### config.mk
export PLATFORM = sky130hd
export DESIGN_NAME = breakpoint_address_table
export DESIGN_NICKNAME = d
export VERILOG_FILES = /design/src/rtl/bat_pkg.sv /design/src/rtl/breakpoint_address_table.sv
export SDC_FILE = /design/constraint.sdc
export NUM_CORES = 1
export LEC_CHECK = 0
export ABC_AREA = 0
export BUFFER_PORTS_ARGS = -buffer_cell sky130_fd_sc_hd__buf_2
export CAP_MARGIN = 10
export CORE_MARGIN = 5
export CORE_UTILIZATION = 35
export CTS_CLUSTER_DIAMETER = 120
export DETAILED_ROUTE_END_ITERATION = 16
export GPL_ROUTABILITY_DRIVEN = 1
export PLACE_DENSITY = 0.49
export SETUP_SLACK_MARGIN = 0.1
export SLEW_MARGIN = 30
export SYNTH_ARGS = -nofsm -noshare
export SYNTH_HDL_FRONTEND = slang
export SYNTH_SLANG_ARGS = --single-unit
### constraint.sdc
create_clock -name clk_i -period 11.25 [get_ports clk_i]
set_clock_uncertainty 0.1 [all_clocks]
set_input_delay 2.8125 -clock clk_i [delete_from_list [all_inputs] [get_ports clk_i]]
set_output_delay 2.8125 -clock clk_i [all_outputs]
set_load 0.01 [all_outputs]
### src/rtl/bat_pkg.sv
// -----------------------------------------------------------------------------
// Breakpoint address table package
// Shared types and constants for the breakpoint address table and its checker.
// -----------------------------------------------------------------------------
package bat_pkg;

  // Field widths of the request and result transactions.
  localparam int unsigned KindW     = 3;
  localparam int unsigned ByteAddrW = 18;
  localparam int unsigned WordAddrW = 17;
  localparam int unsigned UsedW     = 4;

  // Packed stream widths; the data widths are padded to whole bytes.
  localparam int unsigned InDataW  = 24;
  localparam int unsigned InUserW  = 4;
  localparam int unsigned OutDataW = 8;

  // Request type codes.
  localparam logic ReqInsert = 1'b0;
  localparam logic ReqRemove = 1'b1;

  // The only breakpoint kind that is acted on.
  localparam logic [KindW-1:0] KindSoftware = 3'd0;

  // Status codes.
  localparam logic StatusDone        = 1'b0;
  localparam logic StatusUnsupported = 1'b1;

  typedef enum logic [1:0] {
    StIdle,
    StSearch,
    StShift,
    StDone
  } bat_state_e;

endpackage

### src/rtl/breakpoint_address_table.sv
// An unsupported kind gives its result in the cycle after the request is accepted. A new
// insert or a miss searches all entries; a duplicate insert stops at its match, and a remove
// hit shifts later entries down. The search reads one entry per cycle and a remove shifts one
// per cycle. One request at a time: the next is taken the cycle after the result is consumed.
// Reset clears the count and the control state at once; list contents stay undefined until
// written, and only entries below the count are ever read, so no clearing pass is needed.
// -----------------------------------------------------------------------------
// Breakpoint address table
// Keeps a compact list of software breakpoint word addresses with insert and
// remove requests, using one shared compare/read port under a small sequencer.
// -----------------------------------------------------------------------------
module breakpoint_address_table
  import bat_pkg::*;
#(
  parameter int unsigned MAX_BREAKPOINTS = 8
) (
  input  logic                clk_i,
  input  logic                rst_ni,
  // Request stream.
  input  logic                s_axis_tvalid_i,
  output logic                s_axis_tready_o,
  input  logic [InDataW-1:0]  s_axis_tdata_i,   // [17:0] byte_address, rest zero
  input  logic [InUserW-1:0]  s_axis_tuser_i,   // [0] req_type, [3:1] point_kind
  // Result stream.
  output logic                m_axis_tvalid_o,
  input  logic                m_axis_tready_i,
  output logic [OutDataW-1:0] m_axis_tdata_o    // [0] status, [1] table_full,
                                                // [2] address_matched,
                                                // [6:3] entries_in_use, [7] zero
);

  // Count must hold MAX_BREAKPOINTS itself; the index only needs the depth.
  localparam int unsigned CntW = $clog2(MAX_BREAKPOINTS + 1);
  localparam int unsigned IdxW = (MAX_BREAKPOINTS > 1) ? $clog2(MAX_BREAKPOINTS) : 1;
  localparam logic [CntW-1:0] MaxCnt = CntW'(MAX_BREAKPOINTS);

  bat_state_e state_q, state_d;

  // Breakpoint list storage: one read port and one write port per cycle.
  logic [WordAddrW-1:0] list_q [MAX_BREAKPOINTS];

  logic [CntW-1:0]      count_q, count_d;
  logic [CntW-1:0]      idx_q, idx_d;
  logic [WordAddrW-1:0] word_q, word_d;
  logic                 remove_q, remove_d;
  logic                 status_q, status_d;
  logic                 full_q, full_d;
  logic                 matched_q, matched_d;

  logic [CntW-1:0]      next_idx;
  logic [IdxW-1:0]      rd_idx;
  logic [WordAddrW-1:0] rd_data;
  logic                 wr_en;
  logic [IdxW-1:0]      wr_idx;
  logic [WordAddrW-1:0] wr_data;
  logic                 in_fire;
  logic [CntW+UsedW-1:0] count_ext;

  assign in_fire  = s_axis_tvalid_i && s_axis_tready_o;
  assign next_idx = idx_q + CntW'(1);

  // The shared read port looks one entry ahead while the tail is moved down.
  assign rd_idx  = (state_q == StShift) ? next_idx[IdxW-1:0] : idx_q[IdxW-1:0];
  assign rd_data = list_q[rd_idx];

  // Sequencer: next state, datapath updates and list write strobes.
  always_comb begin
    state_d   = state_q;
    count_d   = count_q;
    idx_d     = idx_q;
    word_d    = word_q;
    remove_d  = remove_q;
    status_d  = status_q;
    full_d    = full_q;
    matched_d = matched_q;
    wr_en     = 1'b0;
    wr_idx    = idx_q[IdxW-1:0];
    wr_data   = rd_data;

    case (state_q)
      StIdle: begin
        if (in_fire) begin
          word_d    = s_axis_tdata_i[ByteAddrW-1:1];
          remove_d  = (s_axis_tuser_i[0] == ReqRemove);
          full_d    = 1'b0;
          matched_d = 1'b0;
          idx_d     = '0;
          if (s_axis_tuser_i[KindW:1] != KindSoftware) begin
            status_d = StatusUnsupported;
            state_d  = StDone;
          end else begin
            status_d = StatusDone;
            state_d  = StSearch;
          end
        end
      end

      StSearch: begin
        // One stored entry is compared per cycle, from the oldest up.
        if (idx_q == count_q) begin
          // Address not listed.
          if (!remove_q) begin
            if (count_q >= MaxCnt) begin
              full_d = 1'b1;
            end else begin
              wr_en   = 1'b1;
              wr_idx  = count_q[IdxW-1:0];
              wr_data = word_q;
              count_d = count_q + CntW'(1);
            end
          end
          state_d = StDone;
        end else if (rd_data == word_q) begin
          matched_d = 1'b1;
          // A duplicate insert leaves the list alone; a remove closes the gap.
          state_d   = remove_q ? StShift : StDone;
        end else begin
          idx_d = next_idx;
        end
      end

      StShift: begin
        // Move each later entry down by one, then drop the count.
        if (next_idx < count_q) begin
          wr_en   = 1'b1;
          wr_idx  = idx_q[IdxW-1:0];
          wr_data = rd_data;
          idx_d   = next_idx;
        end else begin
          count_d = count_q - CntW'(1);
          state_d = StDone;
        end
      end

      StDone: begin
        if (m_axis_tready_i) begin
          state_d = StIdle;
        end
      end

      default: begin
        state_d = StIdle;
      end
    endcase
  end

  always_ff @(posedge clk_i or negedge rst_ni) begin
    if (!rst_ni) begin
      state_q <= StIdle;
      count_q <= '0;
    end else begin
      state_q <= state_d;
      count_q <= count_d;
    end
  end

  // Payload registers carry no reset.
  always_ff @(posedge clk_i) begin
    idx_q     <= idx_d;
    word_q    <= word_d;
    remove_q  <= remove_d;
    status_q  <= status_d;
    full_q    <= full_d;
    matched_q <= matched_d;
  end

  always_ff @(posedge clk_i) begin
    if (wr_en) begin
      list_q[wr_idx] <= wr_data;
    end
  end

  // The reported count is the stored count masked to four bits.
  assign count_ext = {{UsedW{1'b0}}, count_q};

  assign s_axis_tready_o = (state_q == StIdle);
  assign m_axis_tvalid_o = (state_q == StDone);
  assign m_axis_tdata_o  = {1'b0, count_ext[UsedW-1:0], matched_q, full_q, status_q};

endmodule

==> results of run 1 <==
cell type report:
class / instances / area [um2] / share of cell area (%)
Timing Repair Buffer: 50 / 320.3 / 3.806
Clock inverter: 15 / 163.9 / 1.948
Tap cell: 270 / 337.8 / 4.014
Inverter: 12 / 45.04 / 0.5352
Clock buffer: 17 / 425.4 / 5.055
Sequential cell: 167 / 4985 / 59.23
Multi-Input combinational cell: 266 / 2138 / 25.41
cells in the final DEF (no fill, tap or decap), types with 6 or more instances in the layout:
cell / synthesis / layout
buf_2: 8 / 33
edfxtp_1: 161 / 161
nor2_1: 24 / 18
dfrtp_1: 6 / 6
mux2i_1: 30 / 30
mux4_2: 19 / 19
clkbuf_16: 0 / 17
o21ai_0: 8 / 8
nor2_2: 0 / 6
xnor2_1: 12 / 10
xor2_1: 12 / 11
ha_1: 11 / 11
a21oi_1: 15 / 15
nand2_1: 51 / 51
inv_1: 12 / 12
nand3_1: 12 / 12
buf_4: 8 / 15
a32o_1: 8 / 8
worst reg2reg max path: cells and delay by family, from the launching register on:
kind                       cells  cell delay [ns]
buffers and inverters          2             0.34
adders and majority gates      1             0.52
AOI/OAI and AO/OA              3             1.05
and+or+nand+nor                6             2.05
DFF                            1             0.46
state kept, by name, summed over array words and instances, names as in the netlist:
register	cells
count_q	4
idx_q	4
word_q	17
matched_q	1
list_q	136
state_q	2
full_q	1
remove_q	1
status_q	1
through the flow:
| step | util, % | cell area [um2] | std cells |
|---|---|---|---|
| final | 41.46 | 8416 | 797 |
| after global routing | 41.46 | 8416 | 797 |
| after CTS | 41.46 | 8416 | 797 |
| after detailed placement | 38.55 | 7826 | 765 |
| after global placement | 38.34 | 7784 | 763 |
| after floorplan | - | 7231 | 467 |
power breakdown:
part / switching [uW] / total [uW] / internal (uW)
Clock: 260 / 575 / 315
Sequential: 61.3 / 1070 / 1010
Combinational: 782 / 1280 / 500
routing by layer:
metal / GRT usage (%) / wire length (um)
met5: 0 / 0
met4: 4.373 / 174
met3: 3.373 / 806
met2: 22.71 / 7854
met1: 18.94 / 7255
final timing paths:
path                            slack, ns  cells after the start          to
worst min register to register       0.56                      1  count_q[0]
min in group asynchronous            2.09                      1  count_q[2]
worst max-delay path                 6.51                     12    idx_q[0]
max in group asynchronous            8.81                      1  state_q[1]
worst max register to register       6.51                     12    idx_q[0]
worst min-delay path                 0.56                      1  count_q[0]
cell families after synthesis:
| kind of cell | after synthesis | share of synthesized area, % |
|---|---|---|
| and+or+nand+nor | 119 | 7.631 |
| muxes | 51 | 10.42 |
| DFF | 167 | 68.94 |
| AOI/OAI and AO/OA | 60 | 5.728 |
| buffers and inverters | 34 | 2.423 |
| other | 1 | 0.05186 |
| xor gates and xnor gates | 24 | 2.907 |
| adders and majority gates | 11 | 1.903 |
==> results.yml, run 1 <==
logic_synthesis:
  synthTopCellsByCount: "edfxtp_1, nand2_1, mux2i_1"
  synth_edf_count: 161
  syn_avg_cell_area_um2: 15.48
  netlist_area_mm2: 0.007231
  synth.top_cell.area_share_pct: 66.86
  ys_warn_count: 0
  yosys.area.top_type: "edfxtp_1"
  synth_cells: 467
  seq_area_frac_synth_pct: 68.94
  yosysMostFrequentCell: "edfxtp_1"
  synth_cell_types: 48
  ys_seq_elements: 167
  syn_nets: 510
  ys_top_cells_by_area: "edfxtp_1, mux4_2, mux2i_1, nand2_1, dfrtp_1"
  async_reset_ff_share_pct: 3.593
  synth_ff_type: "edfxtp_1"
timing:
  fin_crit_ns: 4.737
  worst_pin_slew_ns: 0.8621
  rsz0062_at_grt: "no"
  clock.fmax_mhz: 211.1
  finalCritPeriodShare_pct: 42.11
  final-setup-viol-count: 0
  hold_viol: 0
  slew_headroom_pct: 42.04
  slew_viol_final: 0
  whs_ns: 0.5561
  final.setup.tns_ns: 0
  setup_slack_ns: 6.513
grt:
  grt_pass1_wl_um: 24850
  grt_max_degree: 31
  antenna_found_initial: 0
  grt.total_usage_pct: 14.07
  grt-ovfl-total: 0
  first_global_vias: 4092
layout:
  fin_nets: 557
  num-fill-cells: 1870
  area_growth_pct: 16.39
  insertedDiodeCount: 0
  drive_gt1_share_pct: 22.01
worst_setup_path:
  cp-startpoint: "state_q[0]"
  path_common_cell: "nand2_1"
  crit_chain: "inv_1, ha_1, nand2_1, o22ai_1, a32oi_1, and3b_1, or4b_1, nor4_1, nand3_1, nand2_1, a2111oi_0, buf_4"
  crit_path_start_kind: "flip-flop"
  crit_fanout: 12
  crit_required_ns: 11.35
  critPathTopFamily: "simple AND/OR/NAND/NOR gates"
  crit_path_end_kind: "flip-flop"
  critPathKind: "reg2reg"
  crit_buf_inv: 2
  cpMaxStageDelayCell: "o22ai_1"
  arrival_ns: 4.83
  cp_slowest_stage_delay_ns: 0.68
  r2r-start: "state_q[0]"
drt:
  drt_iter0_markers: 404
  dr.pass1.iters: 4
  vias: 4013
  wl_um: 16090
  wl_per_cell_um: 20.19
  drc: 0
  vias_per_cell: 5.035
  ant_nets: 0
placement:
  place_ws_ns: 6.471
  port_buffers: 33
  dp_hpwl_um: 10090
  place_congestion: 0.7632
clock_tree:
  cts_tree: "built"
  cts_resized: 0
  cts_sinks: 167
  cts_hold_buf: 0
  cts_buffer_depth: 2
  htreeDepth: 4
  clk_latency_ns: 0.43
  path_clk_slew_ns: 0.07
  clockRootBuffer: "clkbuf_16"
  postCtsSetupBuffers: 0
  cts_buffers: 17
floorplanning:
  die_area_mm2: 0.02363
  die_y_um: 153.7
  coreArea_mm2: 0.02030
  io_pins: 42
  rows: 52
  fp.dieW_um: 153.7
  initial_core_util_pct: 35.62
job:
  cap_violations: 0
pwr:
  power_leakage_uw: 0.002925
  p_total_uw: 2928
  irDropWorstVdd_uv: 152.5
  p_per_area_mw_per_mm2: 347.9
outcome:
  status: "complete, no violations"
min_path:
  worstHoldPathType: "reg2reg"
  holdCritStartpoint: "count_q[0]"
Note: power is estimated with default switching activity, not from simulation.
==> run 2, diff against run 1 <==
--- a/config.mk
+++ b/config.mk
@@ -13,7 +13,7 @@
 export CTS_CLUSTER_DIAMETER = 120
 export DETAILED_ROUTE_END_ITERATION = 16
 export GPL_ROUTABILITY_DRIVEN = 1
-export PLACE_DENSITY = 0.49
+export PLACE_DENSITY = 0.51
 export SETUP_SLACK_MARGIN = 0.1
 export SLEW_MARGIN = 30
 export SYNTH_ARGS = -nofsm -noshare
==> constraint.sdc (replaced) <==
create_clock -name clk_i -period 3.9 [get_ports clk_i]
set_clock_uncertainty 0.1 [all_clocks]
set_input_delay 0.975 -clock clk_i [delete_from_list [all_inputs] [get_ports clk_i]]
set_output_delay 0.975 -clock clk_i [all_outputs]
set_load 0.01 [all_outputs]
==> results.yml, run 2 (synthesis results as in run 1) <==
layout:
  drive_gt1_share_pct: 28.52
  largest_reg_flops: 136
  fin_nets: 598
  final_common_cell: "edfxtp_1"
  fin_util_pct: 43.72
  regMostFlops: "list_q"
  insertedDiodeCount: 0
  area_growth_pct: 22.74
  top_regs: "list_q (136), word_q (17)"
  final_cell_mix: "edfxtp_1, nand2_1, buf_4, buf_2, mux2i_1"
floorplanning:
  initial_core_util_pct: 35.62
  rows: 52
  die_y_um: 153.7
  fp.dieW_um: 153.7
  coreArea_mm2: 0.02030
  io_pins: 42
  die_area_mm2: 0.02363
timing:
  rsz0062_at_grt: "yes"
  whs_ns: 0.2763
  hold_viol: 0
  final-setup-viol-count: 0
  slew_viol_final: 0
  final.setup.tns_ns: 0
  worst_pin_slew_ns: 0.8323
  finalCritPeriodShare_pct: 93.82
  fin_crit_ns: 3.659
  clock.fmax_mhz: 273.3
  slew_headroom_pct: 44.04
worst_setup_path:
  r2r-start: "state_q[0]"
  critPathKind: "reg2reg"
  crit_fanout: 6
  cp-startpoint: "state_q[0]"
  crit_path_start_kind: "flip-flop"
  crit_required_ns: 4.12
  arrival_ns: 3.88
  crit_path_end_kind: "flip-flop"
outcome:
  status: "complete, no violations"
clock_tree:
  path_clk_slew_ns: 0.07
  htreeDepth: 4
  cts_tree: "built"
  clk_latency_ns: 0.43
  cts_sinks: 167
  cts_buffers: 17
  cts_hold_buf: 0
  cts_buffer_depth: 2
  clockRootBuffer: "clkbuf_16"
pwr:
  netSwitchingPower_uw: 3327
  power_leakage_uw: 0.003162
  p_clk_share_pct: 18.1
  p_per_area_mw_per_mm2: 1029
  p_total_uw: 9135
  irDropWorstVdd_uv: 337.1
  seqPwrFrac_pct: 33.0
  sw_frac_of_total_pct: 36.42
  power_frac_comb_pct: 48.9
  p_int_uw: 5808
drt:
  ant_nets: 0
  vias_per_cell: 4.989
  vias: 4181
  dr.pass1.iters: 4
  wl_um: 16200
  drc: 0
  wl_per_cell_um: 19.33
  drt_iter0_markers: 331
placement:
  place_congestion: 0.7825
  dp_hpwl_um: 10400
  port_buffers: 33
grt:
  grt_max_degree: 26
  grt.total_usage_pct: 14.22
  grt-ovfl-total: 0
  first_global_vias: 4285
  antenna_found_initial: 0
  grt_pass1_wl_um: 25320
min_path:
  worstHoldPathType: "in2async"
job:
  cap_violations: 0
[run 2: changes by cell type in the layout (fill, tap and decap cells not counted), sizes merged]
cell | previous run | this run
buf | 50 | 90
inv | 19 | 17
bufbuf | 0 | 1
clkinv | 5 | 6
clkinvlp | 2 | 3
[run 2: path summary, 6_finish.rpt]
check	endpoint	slack, ns	cells after the start
max in group asynchronous	count_q[1]	3.26	1
worst max-delay path	state_q[0]	0.24	14
worst max register to register	state_q[0]	0.24	14
min in group clk_i	count_q[0]	0.54	2
worst min register to register	count_q[0]	0.54	2
worst min-delay path	state_q[1]	0.28	1
[run 2: metrics by stage]
step / std cells / worst slack (ns) / cell area, um2
2_1_floorplan: 467 / 0.1549 / 7232
3_3_place_gp: 804 / -0.1425 / 8168
3_5_place_dp: 804 / -0.2227 / 8173
4_1_cts: 838 / 0.08536 / 8860
5_1_grt: 838 / 0.09326 / 8875
6_report: 838 / 0.2409 / 8875
[run 2: timing repair]
item | CTS | global route
pin swaps | 1 | 2
resized for setup | 8 | 2
gates cloned | 1 | 0
setup endpoints to repair | 7 | 14
setup buffers | 1 | 0
[run 2: layout make-up]
class | count | area (um2)
fill | 1841 | 11420
sequential | 167 | 4985
multi-input combinational | 266 | 2213
timing repair buffer | 91 | 700.7
clock buffer | 17 | 425.4
tap | 270 | 337.8
clock inverter | 15 | 167.7
inverter | 12 | 45.04
[run 2: per-layer routing]
metal | vias up | wire length [um] | global-route usage (%)
li1 | 1976 | - | -
met1 | 2103 | 7502 | 19.53
met2 | 88 | 7763 | 22.67
met3 | 14 | 740 | 3.429
met4 | 0 | 191 | 4.079
met5 | - | 0 | 0
[run 2: power groups by stage]
stage	combinational, uW	clock [uW]	sequential, uW
global route	4920	1780	3040
floorplan	2710	0	3040
global placement	4150	0	3050
detailed placement	4290	0	3060
finish	4460	1650	3020
CTS	4520	1700	3020
[run 2: critical path: stages, from the launching register on]
cell and delay (ns):
dfrtp_1 0.39, inv_1 0.14, ha_2 0.29, mux2i_4 0.28
buf_4 0.20, mux4_2 0.33, buf_4 0.15, o2bb2ai_1 0.12
o21ai_1 0.16, nand3_1 0.12, nor4_2 0.46, nand3_1 0.18
buf_4 0.18, mux2i_1 0.13, a221oi_2 0.31
==> run 3, diff against run 2 <==
--- a/config.mk
+++ b/config.mk
@@ -13,6 +13,7 @@
 export CTS_CLUSTER_DIAMETER = 120
 export DETAILED_ROUTE_END_ITERATION = 16
 export GPL_ROUTABILITY_DRIVEN = 1
+export MAX_ROUTING_LAYER = met4
 export PLACE_DENSITY = 0.51
 export SETUP_SLACK_MARGIN = 0.1
 export SLEW_MARGIN = 30
==> results.yml, run 3 (synthesis results as in run 1) <==
clock_tree:
  cts_buffer_depth: 2
  clockRootBuffer: "clkbuf_16"
  htreeDepth: 4
  cts_tree: "built"
  path_clk_slew_ns: 0.07
  cts_hold_buf: 0
  cts_buffers: 17
  clk_latency_ns: 0.43
  cts_sinks: 167
drt:
  ant_nets: 0
  drc: 0
  drt_iter0_markers: 355
  vias_per_cell: 5.023
  wl_um: 16200
  wl_per_cell_um: 19.33
  dr.pass1.iters: 5
  vias: 4209
floorplanning:
  die_area_mm2: 0.02363
  io_pins: 42
  initial_core_util_pct: 35.62
  fp.dieW_um: 153.7
  coreArea_mm2: 0.02030
  rows: 52
  die_y_um: 153.7
placement:
  place_ws_ns: -0.2227
  place_congestion: 0.7934
  port_buffers: 33
  dp_hpwl_um: 10400
layout:
  drive_gt1_share_pct: 28.52
  top_regs: "list_q (136), word_q (17)"
  fin_nets: 598
  final_cell_mix: "edfxtp_1, nand2_1, buf_4, buf_2, mux2i_1"
  insertedDiodeCount: 0
  num-fill-cells: 1841
  area_growth_pct: 22.74
  final_common_cell: "edfxtp_1"
  largest_reg_flops: 136
  fin_util_pct: 43.72
  regMostFlops: "list_q"
timing:
  slew_viol_final: 0
  rsz0062_at_grt: "yes"
  fin_crit_ns: 3.653
  slew_headroom_pct: 43.25
  final.setup.tns_ns: 0
  setup_slack_ns: 0.2474
  worst_pin_slew_ns: 0.8440
  final-setup-viol-count: 0
  whs_ns: 0.2714
  hold_viol: 0
  clock.fmax_mhz: 273.8
  finalCritPeriodShare_pct: 93.66
worst_setup_path:
  crit_fanout: 10
  arrival_ns: 3.88
  crit_path_end_kind: "flip-flop"
  crit_path_start_kind: "flip-flop"
  r2r-start: "state_q[0]"
  rrSetupSlack_ns: 0.25
  crit_required_ns: 4.12
  r2r_cells: 15
  critPathKind: "reg2reg"
  r2r_end: "state_q[0]"
grt:
  grt_max_degree: 26
  first_global_vias: 4281
  grt.total_usage_pct: 14.64
  grt_pass1_wl_um: 25310
  antenna_found_initial: 0
  grt-ovfl-total: 0
pwr:
  p_int_uw: 5808
  sw_frac_of_total_pct: 36.41
  power_leakage_uw: 0.003162
  power_frac_comb_pct: 48.9
  netSwitchingPower_uw: 3326
  p_clk_share_pct: 18.1
  irDropWorstVdd_uv: 334.9
  p_per_area_mw_per_mm2: 1029
  seqPwrFrac_pct: 33.1
job:
  cap_violations: 0
outcome:
  status: "complete, no violations"
min_path:
  worstHoldPathType: "in2async"
run 3: cell counts in the layout (fill, tap and decap cells not counted):
No cell type changed its count.
run 3: stage by stage:
stage	area, um2	power, uW	instances
CTS	8860	9244	838
global placement	8168	7200	804
detailed placement	8173	7349	804
floorplan	7232	5751	467
finish	8875	9133	838
global route	8875	9739	838
run 3: area by class of cell:
type                    instances  area (um2)  share of cell area, %
flip-flops and latches        167        4985                  56.17
clock buffers                  17       425.4                  4.793
clock inverters                15       167.7                  1.889
well taps                     270       337.8                  3.807
inverters                      12       45.04                 0.5075
multi-input cells             266        2213                  24.94
repair buffers                 91       700.7                  7.895
run 3: timing repair:
action / 4_1_cts / 5_1_grt
setup endpoints to repair: 7 / 14
gates cloned: 1 / 0
pin swaps: 1 / 2
resized for setup: 8 / 2
setup buffers: 1 / 0
run 3: critical path, stage by stage (launching register included):
cell      delay, ns
dfrtp_1        0.39
inv_1          0.14
ha_2           0.28
buf_4          0.20
nand2_1        0.09
o22ai_1        0.17
buf_4          0.19
a32oi_1        0.13
and3b_1        0.19
or4b_4         0.56
nor4_4         0.25
buf_12         0.15
nand3_1        0.10
buf_4          0.18
mux2i_1        0.13
a221oi_2       0.31
run 3: worst max-delay path by stage:
| stage | start | cells after the start | slack [ns] | end |
|---|---|---|---|---|
| 2_1_floorplan | idx_q[0] | 11 | 0.15 | list_q[0][0] |
| 3_3_place_gp | state_q[0] | 15 | -0.14 | state_q[0] |
| 3_5_place_dp | state_q[0] | 15 | -0.22 | state_q[0] |
| 4_1_cts | state_q[0] | 15 | 0.09 | state_q[0] |
| 5_1_grt | state_q[0] | 15 | 0.09 | state_q[0] |
| 6_report | state_q[0] | 15 | 0.25 | state_q[0] |
run 3: power by group through the flow:
stage / logic [uW] / clock network (uW) / registers (uW)
after global routing: 4920 / 1780 / 3040
after global placement: 4150 / 0 / 3050
after floorplan: 2710 / 0 / 3040
after CTS: 4520 / 1700 / 3020
final: 4460 / 1650 / 3020
after detailed placement: 4290 / 0 / 3060
run 3: metal layers:
layer	vias to the layer above	share of wire, %	global-route usage (%)
met1	2125	47	19.49
li1	1976	-	-
met5	-	0	-
met2	90	48	22.71
met3	18	4.1	3.513
met4	0	1.2	3.953
